<file path="src/rtl/dsps_pkg.sv">
// shared types, constants and sequence tables for the dual servo pwm sequencer
`default_nettype none
package dsps_pkg;

  localparam int CFG_IDX_W  = 3;
  localparam int CFG_DATA_W = 9;
  localparam int POS_W      = 6;
  localparam int TICK_W     = 8;
  localparam int FRAME_W    = 9;
  localparam int MINT_W     = 9;
  localparam int AINT_W     = 7;
  localparam int BTN_W      = 5;
  localparam int SEQ_IDX_W  = 3;
  // auto threshold products, up to 8 * 127
  localparam int PROD_W     = 10;

  localparam logic [TICK_W-1:0] FRAME_LENGTH_RST    = 8'd251;
  localparam logic [MINT_W-1:0] MANUAL_INTERVAL_RST = 9'd7;
  localparam logic [POS_W-1:0]  POS_MIN_RST         = 6'd16;
  localparam logic [POS_W-1:0]  POS_MAX_RST         = 6'd32;
  localparam logic [AINT_W-1:0] AUTO_INTERVAL_RST   = 7'd100;
  localparam logic [POS_W-1:0]  POS_RST             = 6'd20;

  // button bit positions
  localparam int BTN_MODE   = 0;
  localparam int BTN_X_UP   = 1;
  localparam int BTN_X_DOWN = 2;
  localparam int BTN_Y_UP   = 3;
  localparam int BTN_Y_DOWN = 4;

  typedef enum logic [CFG_IDX_W-1:0] {
    REG_FRAME_LENGTH    = 3'd0,
    REG_MANUAL_INTERVAL = 3'd1,
    REG_POS_MIN         = 3'd2,
    REG_POS_MAX         = 3'd3,
    REG_AUTO_INTERVAL   = 3'd4
  } cfg_reg_t;

  typedef enum logic [1:0] {
    DIR_NONE = 2'd0,
    DIR_UP   = 2'd1,
    DIR_DOWN = 2'd2
  } dir_t;

  typedef struct packed {
    logic                 hit;
    logic                 wrap;
    logic [SEQ_IDX_W-1:0] idx;
  } auto_step_t;

  function automatic logic [POS_W-1:0] seq_x(input logic [SEQ_IDX_W-1:0] i);
    logic [POS_W-1:0] v;
    case (i)
      3'd0:    v = 6'd26;
      3'd1:    v = 6'd30;
      3'd2:    v = 6'd20;
      3'd3:    v = 6'd25;
      3'd4:    v = 6'd32;
      default: v = 6'd20;
    endcase
    return v;
  endfunction

  function automatic logic [POS_W-1:0] seq_y(input logic [SEQ_IDX_W-1:0] i);
    logic [POS_W-1:0] v;
    case (i)
      3'd0:    v = 6'd17;
      3'd1:    v = 6'd20;
      3'd2:    v = 6'd22;
      3'd3:    v = 6'd21;
      3'd4:    v = 6'd19;
      default: v = 6'd20;
    endcase
    return v;
  endfunction

endpackage
`default_nettype wire

</file>
<file path="src/rtl/dsps_if.sv">
// valid/ready channel interfaces for tick items and result items
`default_nettype none
interface dsps_tick_if;
  logic                        valid;
  logic                        ready;
  logic [dsps_pkg::BTN_W-1:0]  buttons_n;

  modport source (output valid, output buttons_n, input ready);
  modport sink   (input valid, input buttons_n, output ready);
endinterface

interface dsps_result_if;
  logic                        valid;
  logic                        ready;
  logic                        servo_x_level;
  logic                        servo_y_level;
  logic                        manual_mode;
  logic [dsps_pkg::POS_W-1:0]  pos_x_out;
  logic [dsps_pkg::POS_W-1:0]  pos_y_out;

  modport source (output valid, output servo_x_level, output servo_y_level,
                  output manual_mode, output pos_x_out, output pos_y_out, input ready);
  modport sink   (input valid, input servo_x_level, input servo_y_level,
                  input manual_mode, input pos_x_out, input pos_y_out, output ready);
endinterface
`default_nettype wire

</file>
<file path="src/rtl/dsps_auto_seq.sv">
// auto sequence step decode: which table entry a frame count selects
`default_nettype none
module dsps_auto_seq #(
  parameter int AUTO_STEPS = 5
) (
  input  wire logic [dsps_pkg::FRAME_W-1:0] frame_count,
  input  wire logic [dsps_pkg::AINT_W-1:0]  auto_interval,
  output dsps_pkg::auto_step_t              step
);
  import dsps_pkg::*;

  localparam logic [SEQ_IDX_W-1:0] LAST_IDX = SEQ_IDX_W'(AUTO_STEPS - 1);
  localparam logic [PROD_W-1:0]    STEPS_W  = PROD_W'(AUTO_STEPS);

  logic [PROD_W-1:0]    fc_ext;
  logic [PROD_W-1:0]    ai_ext;
  logic [PROD_W-1:0]    top_thresh;
  logic                 match;
  logic [SEQ_IDX_W-1:0] match_idx;

  assign fc_ext     = PROD_W'(frame_count);
  assign ai_ext     = PROD_W'(auto_interval);
  assign top_thresh = STEPS_W * ai_ext;

  // lowest matching multiple wins
  always_comb begin
    match     = 1'b0;
    match_idx = '0;
    for (int k = 7; k >= 1; k--) begin
      if (k < AUTO_STEPS) begin
        if (fc_ext == PROD_W'(k) * ai_ext) begin
          match     = 1'b1;
          match_idx = SEQ_IDX_W'(k - 1);
        end
      end
    end
  end

  always_comb begin
    step.wrap = !match && (fc_ext >= top_thresh);
    step.hit  = match || step.wrap;
    step.idx  = match ? match_idx : LAST_IDX;
  end

endmodule
`default_nettype wire

</file>
<file path="src/rtl/dual_servo_pwm_sequencer_core.sv">
// dual servo pwm sequencer top level: one tick item per cycle while results are taken, one result per tick
// a result is registered and valid in the cycle after its tick transfer
// throughput: one tick per cycle; ticks keep flowing while a result waits in the
//   output register and is taken in the same cycle
// reset: synchronous rst restores register defaults, positions 20, auto mode,
//   counters and pin levels zero, and empties the output register
`default_nettype none
module dual_servo_pwm_sequencer_core #(
  parameter int AUTO_STEPS = 5
) (
  input  wire logic                              clk,
  input  wire logic                              rst,
  dsps_tick_if.sink                              tick,
  dsps_result_if.source                          result,
  input  wire logic                              cfg_write,
  input  wire logic [dsps_pkg::CFG_IDX_W-1:0]    cfg_index,
  input  wire logic [dsps_pkg::CFG_DATA_W-1:0]   cfg_data
);
  import dsps_pkg::*;

  // configuration
  logic [TICK_W-1:0] frame_length;
  logic [MINT_W-1:0] manual_interval;
  logic [POS_W-1:0]  pos_min;
  logic [POS_W-1:0]  pos_max;
  logic [AINT_W-1:0] auto_interval;

  // state
  logic [TICK_W-1:0]  tick_count;
  logic [FRAME_W-1:0] frame_count;
  logic [POS_W-1:0]   pos_x;
  logic [POS_W-1:0]   pos_y;
  logic               manual_flag;
  logic               mode_latched;
  dir_t               x_dir;
  dir_t               y_dir;
  logic [1:0]         pin_levels;

  logic [TICK_W-1:0]  tick_count_next;
  logic [FRAME_W-1:0] frame_count_next;
  logic [POS_W-1:0]   pos_x_next;
  logic [POS_W-1:0]   pos_y_next;
  logic               manual_flag_next;
  logic               mode_latched_next;
  dir_t               x_dir_next;
  dir_t               y_dir_next;
  logic [1:0]         pin_levels_next;

  logic [TICK_W:0]    t;
  logic               frame_end;
  logic [FRAME_W-1:0] fc_inc;
  auto_step_t         astep;
  logic               accept;
  logic               res_valid;
  logic [BTN_W-1:0]   btn;

  assign accept      = tick.valid && tick.ready;
  assign tick.ready  = !res_valid || result.ready;
  assign result.valid = res_valid;
  assign btn         = tick.buttons_n;

  always_ff @(posedge clk) begin
    if (rst) begin
      frame_length    <= FRAME_LENGTH_RST;
      manual_interval <= MANUAL_INTERVAL_RST;
      pos_min         <= POS_MIN_RST;
      pos_max         <= POS_MAX_RST;
      auto_interval   <= AUTO_INTERVAL_RST;
    end else if (cfg_write) begin
      case (cfg_index)
        REG_FRAME_LENGTH:    frame_length    <= cfg_data[TICK_W-1:0];
        REG_MANUAL_INTERVAL: manual_interval <= cfg_data[MINT_W-1:0];
        REG_POS_MIN:         pos_min         <= cfg_data[POS_W-1:0];
        REG_POS_MAX:         pos_max         <= cfg_data[POS_W-1:0];
        REG_AUTO_INTERVAL:   auto_interval   <= cfg_data[AINT_W-1:0];
        default: ;
      endcase
    end
  end

  assign t         = {1'b0, tick_count} + 9'd1;
  assign frame_end = t >= {1'b0, frame_length};
  assign fc_inc    = frame_end ? frame_count + 9'd1 : frame_count;

  dsps_auto_seq #(.AUTO_STEPS(AUTO_STEPS)) u_auto (
    .frame_count   (fc_inc),
    .auto_interval (auto_interval),
    .step          (astep)
  );

  always_comb begin
    pin_levels_next = pin_levels;
    if (t == {3'b000, pos_y}) pin_levels_next[0] = !pin_levels_next[0];
    if (t == {3'b000, pos_x}) pin_levels_next[1] = !pin_levels_next[1];
    tick_count_next = t[TICK_W-1:0];
    if (frame_end) begin
      pin_levels_next = 2'b11;
      tick_count_next = '0;
    end

    frame_count_next = fc_inc;
    pos_x_next       = pos_x;
    pos_y_next       = pos_y;
    x_dir_next       = x_dir;
    y_dir_next       = y_dir;
    if (frame_end) begin
      if (!manual_flag) begin
        if (astep.hit) begin
          pos_x_next = seq_x(astep.idx);
          pos_y_next = seq_y(astep.idx);
        end
        if (astep.wrap) frame_count_next = '0;
      end else if (fc_inc >= manual_interval) begin
        if (x_dir == DIR_UP)   pos_x_next = pos_x + 6'd1;
        if (x_dir == DIR_DOWN) pos_x_next = pos_x - 6'd1;
        if (y_dir == DIR_UP)   pos_y_next = pos_y + 6'd1;
        if (y_dir == DIR_DOWN) pos_y_next = pos_y - 6'd1;
        x_dir_next       = DIR_NONE;
        y_dir_next       = DIR_NONE;
        frame_count_next = '0;
      end
    end

    // mode button toggles once per press
    manual_flag_next  = manual_flag ^ (!btn[BTN_MODE] && !mode_latched);
    mode_latched_next = !btn[BTN_MODE];

    // down request wins over up
    if (!btn[BTN_X_UP]   && pos_x_next < pos_max) x_dir_next = DIR_UP;
    if (!btn[BTN_X_DOWN] && pos_x_next > pos_min) x_dir_next = DIR_DOWN;
    if (!btn[BTN_Y_UP]   && pos_y_next < pos_max) y_dir_next = DIR_UP;
    if (!btn[BTN_Y_DOWN] && pos_y_next > pos_min) y_dir_next = DIR_DOWN;
  end

  always_ff @(posedge clk) begin
    if (rst) begin
      tick_count   <= '0;
      frame_count  <= '0;
      pos_x        <= POS_RST;
      pos_y        <= POS_RST;
      manual_flag  <= 1'b0;
      mode_latched <= 1'b0;
      x_dir        <= DIR_NONE;
      y_dir        <= DIR_NONE;
      pin_levels   <= '0;
    end else if (accept) begin
      tick_count   <= tick_count_next;
      frame_count  <= frame_count_next;
      pos_x        <= pos_x_next;
      pos_y        <= pos_y_next;
      manual_flag  <= manual_flag_next;
      mode_latched <= mode_latched_next;
      x_dir        <= x_dir_next;
      y_dir        <= y_dir_next;
      pin_levels   <= pin_levels_next;
    end
  end

  // output register
  always_ff @(posedge clk) begin
    if (rst) begin
      res_valid <= 1'b0;
    end else if (accept) begin
      res_valid <= 1'b1;
    end else if (result.ready) begin
      res_valid <= 1'b0;
    end
  end

  always_ff @(posedge clk) begin
    if (accept) begin
      result.servo_x_level <= pin_levels_next[1];
      result.servo_y_level <= pin_levels_next[0];
      result.manual_mode   <= manual_flag_next;
      result.pos_x_out     <= pos_x_next;
      result.pos_y_out     <= pos_y_next;
    end
  end

  a_result_follows: assert property (@(posedge clk) disable iff (rst)
    accept |=> res_valid)
    else $error("tick transfer without a result");

  a_tick_range: assert property (@(posedge clk) disable iff (rst)
    tick_count != 8'hFF)
    else $error("tick counter out of range");

  a_frame_end_high: assert property (@(posedge clk) disable iff (rst)
    accept && frame_end |=> result.servo_x_level && result.servo_y_level)
    else $error("pulse outputs not set at frame end");

  a_mode_latch: assert property (@(posedge clk) disable iff (rst)
    accept |=> mode_latched == !$past(btn[BTN_MODE]))
    else $error("mode latch does not track mode button");

  a_state_hold: assert property (@(posedge clk) disable iff (rst)
    !accept && !$past(rst) |=> $stable(pos_x) && $stable(pos_y) && $stable(manual_flag))
    else $error("state moved without a tick transfer");

endmodule
`default_nettype wire

</file>
<file path="src/flat_wrapper.sv">
// flat-port wrapper written by rule: the top's interface ports become plain ports
module dual_servo_pwm_sequencer_core_flat import dsps_pkg::*;
#(
  parameter int AUTO_STEPS = 5
)
  (clk, rst, cfg_write, cfg_index, cfg_data, tick_valid, tick_buttons_n, tick_ready, result_valid, result_servo_x_level, result_servo_y_level, result_manual_mode, result_pos_x_out, result_pos_y_out, result_ready);
  dsps_tick_if tick_i ();
  dsps_result_if result_i ();
  input  wire logic clk;
  input  wire logic rst;
  input  wire logic cfg_write;
  input  wire logic [dsps_pkg::CFG_IDX_W-1:0] cfg_index;
  input  wire logic [dsps_pkg::CFG_DATA_W-1:0] cfg_data;
  input wire logic [$bits(tick_i.valid)-1:0] tick_valid;
  input wire logic [$bits(tick_i.buttons_n)-1:0] tick_buttons_n;
  output wire logic [$bits(tick_i.ready)-1:0] tick_ready;
  output wire logic [$bits(result_i.valid)-1:0] result_valid;
  output wire logic [$bits(result_i.servo_x_level)-1:0] result_servo_x_level;
  output wire logic [$bits(result_i.servo_y_level)-1:0] result_servo_y_level;
  output wire logic [$bits(result_i.manual_mode)-1:0] result_manual_mode;
  output wire logic [$bits(result_i.pos_x_out)-1:0] result_pos_x_out;
  output wire logic [$bits(result_i.pos_y_out)-1:0] result_pos_y_out;
  input wire logic [$bits(result_i.ready)-1:0] result_ready;
  assign tick_i.valid = tick_valid;
  assign tick_i.buttons_n = tick_buttons_n;
  assign tick_ready = tick_i.ready;
  assign result_valid = result_i.valid;
  assign result_servo_x_level = result_i.servo_x_level;
  assign result_servo_y_level = result_i.servo_y_level;
  assign result_manual_mode = result_i.manual_mode;
  assign result_pos_x_out = result_i.pos_x_out;
  assign result_pos_y_out = result_i.pos_y_out;
  assign result_i.ready = result_ready;
  dual_servo_pwm_sequencer_core #(.AUTO_STEPS(AUTO_STEPS)) u_core (.clk(clk), .rst(rst), .tick(tick_i), .result(result_i), .cfg_write(cfg_write), .cfg_index(cfg_index), .cfg_data(cfg_data));
endmodule
</file>
<file path="config.mk">
export PLATFORM = sky130hd
export DESIGN_NAME = dual_servo_pwm_sequencer_core_flat
export DESIGN_NICKNAME = d
export VERILOG_FILES = /design/src/rtl/dsps_pkg.sv /design/src/rtl/dsps_if.sv /design/src/rtl/dsps_auto_seq.sv /design/src/rtl/dual_servo_pwm_sequencer_core.sv /design/src/flat_wrapper.sv
export SDC_FILE = /design/constraint.sdc
export NUM_CORES = 1
export LEC_CHECK = 0
export CORE_MARGIN = 1.5
export CORE_UTILIZATION = 35
export DETAILED_ROUTE_END_ITERATION = 7
export DONT_BUFFER_PORTS = 1
export HOLD_SLACK_MARGIN = 0.02
export PLACE_DENSITY = 0.61
export SYNTH_ARGS = -nofsm -noshare
export SYNTH_HDL_FRONTEND = slang
export SYNTH_SLANG_ARGS = --single-unit
</file>
<file path="constraint.sdc">
create_clock -name clk -period 8.2 [get_ports clk]
set_clock_uncertainty 0.15 [all_clocks]
set_input_delay 1.23 -clock clk [delete_from_list [all_inputs] [get_ports clk]]
set_output_delay 1.23 -clock clk [all_outputs]
set_load 0.01 [all_outputs]
</file>
==> results of run 1 <==
## cell families (layout without fill, tap and decap cells)
group / Yosys count / after routing / synth area share, %
adder cells (fa/ha/maj): 72 / 72 / 12.1
XOR/XNOR: 65 / 65 / 7.97
AO/OA/AOI/OAI: 248 / 248 / 22.9
flip-flops: 89 / 89 / 25.5
AND/OR/NAND/NOR: 328 / 328 / 21.4
multiplexers: 26 / 26 / 3.50
buffers and inverters: 125 / 89 / 6.63
## registers in the layout (all words and copies together), names as in the netlist, 7 cells and up, named ones only
| name | count |
|---|---|
| u_core.tick_count | 8 |
| u_core.frame_count | 8 |
| u_core.auto_interval | 7 |
| u_core.manual_interval | 9 |
| u_core.frame_length | 8 |
## final cells by class
cell class	count	area [um^2]
clock buffers	9	225
multi-input cells	739	5150
well taps	275	344
clock inverters	7	81.3
repair buffers	13	97.6
fillers	2147	13100
flip-flops and latches	89	1930
inverters	60	228
## per-stage QoR
step	cell area [um^2]	utilization (%)	hold slack [ns]
2_1_floorplan	7580	-	0.286
3_3_place_gp	7730	36.5	0.292
3_5_place_dp	7730	36.5	0.314
4_1_cts	8040	38.0	0.325
5_1_grt	8060	38.1	0.349
6_report	8060	38.1	0.327
## worst min-delay path: stages (launching register included)
cell,delay [ns]
dfxtp_1,0.33
nand2_1,0.06
a21oi_1,0.05
## what timing repair did
action,CTS,global route
endpoints found under the hold margin,0,0
setup endpoints to repair,0,2
buffers inserted,0,3
gates resized for setup,0,2
hold buffers,0,0
## worst max path at each step
stage                           end  slack (ns)  cells after the start
floorplan           u_core.x_dir[1]        1.11                     32
global placement    u_core.x_dir[1]        0.69                     28
detailed placement  u_core.x_dir[1]        0.47                     28
CTS                 u_core.x_dir[0]        0.40                     28
global route        u_core.x_dir[0]        0.19                     28
finish              u_core.x_dir[1]        0.70                     28
## per-layer routing
layer | vias to the layer above | global-route usage [%] | wire length, um
met5 | - | 0 | 0
met4 | 0 | 5.44 | 456
met3 | 35 | 4.09 | 1440
met2 | 239 | 31.0 | 9830
met1 | 3198 | 27.3 | 9980
li1 | 3395 | - | -
## cells in the final DEF (no fill, tap or decap), types with 8 or more instances in the layout
master,n
a21oi_1,56
xor2_1,24
a22oi_1,8
a32o_1,8
a31oi_1,14
a21o_1,18
nand3_1,49
nand2_1,88
nand4_1,15
nor2b_1,13
dfxtp_1,74
edfxtp_1,15
inv_1,56
xnor2_1,38
nor4_1,10
o21ai_0,43
ha_1,70
clkbuf_16,9
nand2b_1,13
nor3_1,21
mux2i_1,22
nor2_1,72
and3_1,12
buf_4,13
o211ai_1,13
a211oi_1,11
## power breakdown
part | switching, mW | internal (mW) | leakage, nW
clock | 0.208 | 0.218 | 0.150
sequential | 0.0218 | 0.460 | 0.743
combinational | 0.0774 | 0.0548 | 2.25
==> results.toml, run 1 <==
[run_status]
outcome = "completed"

[detailed_routing]
ant_nets = 0
vias_per_cell = 5.76
wl_um = 21700
num_vias = 6867
drt_iter0_drc = 545
drcViolationCount = 0
wl_per_cell_um = 18.2
dr.pass1.iters = 5

[cts]
clkSinkCount = 89
root_buffer = "clkbuf_16"
clk_pin_slew_ns = 0.08
cts_tree = "built"
clk_path_buf_depth = 2
htree_levels = 3
clock_latency_ns = 0.36
numCtsBuffers = 9

[floorplan]
dieArea_um2 = 22600
start_util_pct = 35.9
die_w_um = 150
pin_count = 39
fp.dieH_um = 150
num_rows = 53
core-area_um2 = 21200

[place]
dp_cells = 1173
io_buffers = 0
pre_cts_ws_ns = 0.466
dp_hpwl_um = 16000
place.gp.congestion = 0.912

[critical_path]
startpoint = "u_core.tick_count[0]"
critPathKind = "reg2reg"
arrival_ns = 7.61
timing.critical_path.buf_inv = 0
r2r_cells = 28
crit_path_frequent_cell = "ha_1"
r2r_slack_ns = 0.70
slowest_stage = "a2111oi_0"
cp_top_family = "compound AO/OA/AOI/OAI gates"
rr_startpoint = "u_core.tick_count[0]"
worstReg2RegEnd = "u_core.x_dir[1]"
endpoint_kind = "flip-flop"
crit_fanout = 15
cp-start-kind = "flip-flop"
required_ns = 8.30
cp_slowest_stage_delay_ns = 0.66

[sta]
rsz0062_at_grt = "false"
finalSetupTns_ns = 0
period_minus_slack_ns = 7.50
drv_slew = 0
worst_pin_slew_ns = 0.967
max_slew_margin_pct = 35.3
fmax_mhz = 133
hold_violations = 0
setup_violations = 0
period_share_pct = 91.5
layout_setup_ws_ns = 0.697

[pwr]
leakage_nw = 3.15
ir_worst_vdd_v = 0.000126
power.density_nw_per_um2 = 129
power_mw = 1.04

[yosys]
ys_warn_count = 0
synth.ff_latch_count = 89
netlist_area_um2 = 7580
synth_edf_count = 15
yosysTopAreaCell = "dfxtp_1"
ys_top_cells_by_count = "nand2_1 (88), dfxtp_1 (74), nor2_1 (72), ha_1 (70)"
ys_types = 87
synth.yosys.seq_area_share_pct = 25.5
synth.avg_cell_area_um2 = 7.96
synth.most_common_cell = "nand2_1"
syn-instance-count = 953
synth_nets = 1047
ys.flop_type = "dfxtp_1"
ys_top_cells_by_area = "dfxtp_1 (20%), ha_1 (12%), edfxtp_1 (5.9%)"
synth_top_area_share_pct = 19.5
synthArstFlopShare_pct = 0

[hold_path]
whs_path_depth = 2
hp-start = "u_core.frame_length[2]"
timing.hold.worst.class = "reg2reg"
hold_path_end = "u_core.frame_length[2]"

[layout]
drive_gt1_share_pct = 6.11
fin_nets = 1006
final_cells = 1192
n_antenna_cell = 0
area_growth_pct = 6.25

[grt]
antenna_found_initial = 0
grt_max_degree = 52
grt_overflow = 0
grt_pass1_vias = 6266
grt_use_total_pct = 19.7
grt_pass1_wl_um = 34800

[run]
cap_violations = 0
(Power assumes the default switching activity.)
==> inputs of run 2 (changes only) <==
RECOVER_POWER = 100   (was unset)
SLEW_MARGIN = 5   (was unset)
==> results.toml, run 2 (synthesis results as in run 1) <==
[critical_path]
crit_path_frequent_cell = "ha_1"
r2r_slack_ns = 0.65
r2r_cells = 28
crit_fanout = 15
cp-start-kind = "flip-flop"
cp_slowest_stage_delay_ns = 0.65
endpoint_kind = "flip-flop"
arrival_ns = 7.66
slowest_stage = "a2111oi_0"
critPathKind = "reg2reg"
cp-endpoint = "u_core.x_dir[0]"
rr_startpoint = "u_core.tick_count[0]"
worstReg2RegEnd = "u_core.x_dir[0]"
startpoint = "u_core.tick_count[0]"
required_ns = 8.31

[cts]
cts_tree = "built"
numCtsBuffers = 9
clock_latency_ns = 0.36
clk_pin_slew_ns = 0.08
clkSinkCount = 89
clk_path_buf_depth = 2
root_buffer = "clkbuf_16"
htree_levels = 3
hold_buffers = 0

[detailed_routing]
wl_met2_um = 9810
vias_per_cell = 5.83
num_vias = 6945
wl_um = 21900
drt_iter0_drc = 575
dr.pass1.iters = 6
ant_nets = 0
wl_per_cell_um = 18.3
drcViolationCount = 0
met3_length_um = 1460
wl_met1_um = 10100
top_layer_used = "met4"

[layout]
area_growth_pct = 5.77
n_antenna_cell = 0
fin_area_um2 = 8020
final_cell_mix = "nand2_1 (88), dfxtp_1 (74), nor2_1 (72)"
drive_gt1_share_pct = 5.34
layout_commonest_cell = "nand2_1"
fin_nets = 1006
largest_register = "u_core.manual_interval"
largest_reg_flops = 9

[sta]
rsz0062_at_grt = "false"
finalSetupTns_ns = 0
period_minus_slack_ns = 7.55
hold_violations = 0
holdWs_ns = 0.331
max_slew_margin_pct = -14.8
setup_violations = 0
drv_slew = 34
period_share_pct = 92.1
worst_pin_slew_ns = 1.72
fmax_mhz = 132

[hold_path]
timing.hold.worst.class = "reg2reg"

[grt]
grt_pass1_wl_um = 34800
grt_pass1_vias = 6266
grt_use_total_pct = 19.7
antenna_found_initial = 0
grt_max_degree = 52
grt_overflow = 0

[floorplan]
die_w_um = 150
start_util_pct = 35.9
pin_count = 39
num_rows = 53
fp.dieH_um = 150
core-area_um2 = 21200
dieArea_um2 = 22600

[place]
io_buffers = 0
dp_hpwl_um = 16000
place.gp.congestion = 0.912
placed_area_um2 = 7730

[run_status]
outcome = "complete, but fails checks"
violations = "capacitance limit, slew limit"

[pwr]
ir_worst_vdd_v = 0.000126
leakage_nw = 3.12
power.density_nw_per_um2 = 130
power_mw = 1.04

[run]
cap_violations = 1
==> run 2: layout make-up <==
| cell class | count | area [um^2] |
|---|---|---|
| clock buffers | 9 | 225 |
| clock inverters | 7 | 81.3 |
| fillers | 2160 | 13100 |
| inverters | 60 | 228 |
| multi-input cells | 739 | 5130 |
| flip-flops and latches | 89 | 1930 |
| well taps | 275 | 344 |
| repair buffers | 13 | 78.8 |
==> run 2: what timing repair did <==
item | CTS | global route
endpoints found under the setup margin | 0 | 2
setup buffers | 0 | 3
resized for setup | 0 | 2
==> run 2: worst min-delay path by stage <==
stage,start,to,cells after the start
CTS,u_core.frame_length[2],u_core.frame_length[2],2
global route,u_core.frame_length[2],u_core.frame_length[2],2
finish,u_core.frame_length[2],u_core.frame_length[2],2
floorplan,u_core.frame_length[2],u_core.frame_length[2],2
global placement,u_core.frame_length[2],u_core.frame_length[2],2
detailed placement,u_core.frame_length[2],u_core.frame_length[2],2
==> run 2: metrics by stage <==
| step | util (%) | setup slack, ns | cells |
|---|---|---|---|
| final | 37.9 | 0.650 | 1192 |
| after global routing | 37.9 | 0.140 | 1192 |
| after CTS | 38.0 | 0.403 | 1189 |
| after detailed placement | 36.5 | 0.466 | 1173 |
| after global placement | 36.5 | 0.686 | 1173 |
| after floorplan | - | 1.11 | 953 |
==> run 2: layer usage <==
metal  global-route usage (%)  vias to the layer above
li1                         -                     3404
met1                     27.3                     3236
met2                     31.0                      269
met3                     4.09                       36
met4                     5.44                        0
met5                        0                        -
==> run 2: worst max-delay path, delay by kind of cell, from the launching register on <==
kind,cells,cell delay [ns]
AOI/OAI and AO/OA,11,3.30
xor gates and xnor gates,3,0.67
adders and majority gates,4,1.21
DFF,1,0.51
muxes,1,0.31
and+or+nand+nor,9,1.30
==> run 2: report_power, final <==
| part | total [mW] | switching, mW | internal, mW |
|---|---|---|---|
| registers | 0.482 | 0.0217 | 0.460 |
| logic | 0.131 | 0.0775 | 0.0535 |
| clock network | 0.427 | 0.209 | 0.218 |
| total | 1.04 | 0.308 | 0.731 |
==> inputs of run 3 (changes only) <==
CORE_UTILIZATION = 30   (was 35)
PLACE_DENSITY = 0.56   (was 0.61)
clock period = 9 ns   (was 8.2 ns; I/O delays follow)
==> results.toml, run 3 (synthesis results as in run 1) <==
[floorplan]
core-area_um2 = 25000
num_rows = 58
die_w_um = 162
fp.dieH_um = 162
dieArea_um2 = 26200
start_util_pct = 30.4
pin_count = 39

[detailed_routing]
wl_um = 22600
num_vias = 6857
dr.pass1.iters = 5
drcViolationCount = 0
vias_per_cell = 5.53
drt_iter0_drc = 546
ant_nets = 0
wl_per_cell_um = 18.2

[pwr]
power_mw = 1.00
switching_share_pct = 25.7
ir_worst_vdd_v = 0.0000980
switchingPower_uw = 258
power_frac_clock_pct = 44.2
power.density_nw_per_um2 = 124
leakage_nw = 3.12
pwr-share-comb_pct = 12.0
cell_internal_pwr_uw = 747
seq_power_share_pct = 43.8

[sta]
max_slew_margin_pct = -17.0
rsz0062_at_grt = "false"
hold_violations = 0
finalSetupTns_ns = 0
period_share_pct = 89.3
drv_slew = 69
fmax_mhz = 124
period_minus_slack_ns = 8.04
worst_pin_slew_ns = 1.75
holdWs_ns = 0.316
setup_violations = 0

[grt]
use_met1_pct = 24.0
busiest_layer = "met2"
met3_usage_pct = 3.12
antenna_found_initial = 0
grt_overflow = 0
grt_max_degree = 52
grt_pass1_vias = 6467
met2_usage_pct = 27.4
grt_use_total_pct = 17.4
grt_pass1_wl_um = 35900

[layout]
largest_reg_flops = 9
layout_commonest_cell = "nand2_1"
drive_gt1_share_pct = 4.61
final_cell_mix = "nand2_1 (88), dfxtp_1 (74), nor2_1 (72)"
n_antenna_cell = 0
fin_nets = 1000
area_growth_pct = 6.83
largest_register = "u_core.manual_interval"

[place]
dp_hpwl_um = 16500
place.gp.congestion = 0.873
io_buffers = 0

[hold_path]
timing.hold.worst.class = "reg2reg"

[run_status]
violations = "capacitance limit, slew limit"
outcome = "complete, but fails checks"

[cts]
clock_latency_ns = 0.35
cts_tree = "built"
post_cts_buffers = 0
numCtsBuffers = 9
clkSinkCount = 89
clk_pin_slew_ns = 0.07
cts_resized = 0
hold_buffers = 0
root_buffer = "clkbuf_16"
htree_levels = 3
clk_path_buf_depth = 2

[run]
cap_violations = 2

[critical_path]
endpoint_kind = "flip-flop"
slowest_stage = "clkbuf_1"
cp_slowest_stage_delay_ns = 1.28
critPathKind = "reg2reg"
timing.critical_path.buf_inv = 1
cp_top_family = "compound AO/OA/AOI/OAI gates"
cp-start-kind = "flip-flop"
path_cells = "ha_1 > and4_4 > nand2_1 > xnor2_1 > ha_1 > and3_1 > and3_1 > a211oi_4 > clkbuf_1 > mux2i_1 > a211oi_1 > and2_0 > nor3_1 > nand2_1 > a22o_1 > a22oi_1 > ha_1 > and4_1 > a2111oi_0 > a21boi_0 > a41oi_2 > o41ai_1"
arrival_ns = 8.13
crit_path_frequent_cell = "ha_1"
crit_fanout = 34
required_ns = 9.09
run 3: worst paths after layout:
check	cells after the start	to	start	slack [ns]
max	22	u_core.x_dir[0]	u_core.tick_count[0]	0.96
min	2	u_core.frame_length[2]	u_core.frame_length[2]	0.32
max reg2reg	22	u_core.x_dir[0]	u_core.tick_count[0]	0.96
min reg2reg	2	u_core.frame_length[2]	u_core.frame_length[2]	0.32
run 3: power by group through the flow:
stage	Clock (mW)	Sequential [mW]	Combinational (mW)
2_1_floorplan	0	0.436	0.104
3_3_place_gp	0	0.449	0.119
3_5_place_dp	0	0.449	0.121
4_1_cts	0.450	0.440	0.121
5_1_grt	0.467	0.442	0.136
6_report	0.444	0.440	0.120
run 3: final cells by class:
type | instances | area [um^2]
fillers | 2719 | 16900
multi-input cells | 739 | 5140
flip-flops and latches | 89 | 1930
well taps | 330 | 413
clock buffers | 13 | 283
inverters | 60 | 228
clock inverters | 3 | 68.8
repair buffers | 7 | 41.3
run 3: through the flow:
stage | setup slack [ns] | util (%) | instance area (um^2) | cells
after global routing | 0.267 | 32.5 | 8100 | 1241
after global placement | 1.47 | 31.1 | 7770 | 1225
after CTS | 1.19 | 32.6 | 8130 | 1241
after floorplan | 1.91 | - | 7580 | 953
after detailed placement | 1.29 | 31.1 | 7770 | 1225
final | 0.963 | 32.5 | 8100 | 1241
run 3: layer usage:
metal / part of all wire [%] / vias up
met5: 0 / -
met4: 2.2 / 0
met3: 5.5 / 36
met2: 46 / 208
met1: 47 / 3236
li1: - / 3377
run 3: worst min-delay path, stage by stage (launching register included):
cell and delay (ns):
dfxtp_1 0.32, nand2_1 0.05, a21oi_1 0.05
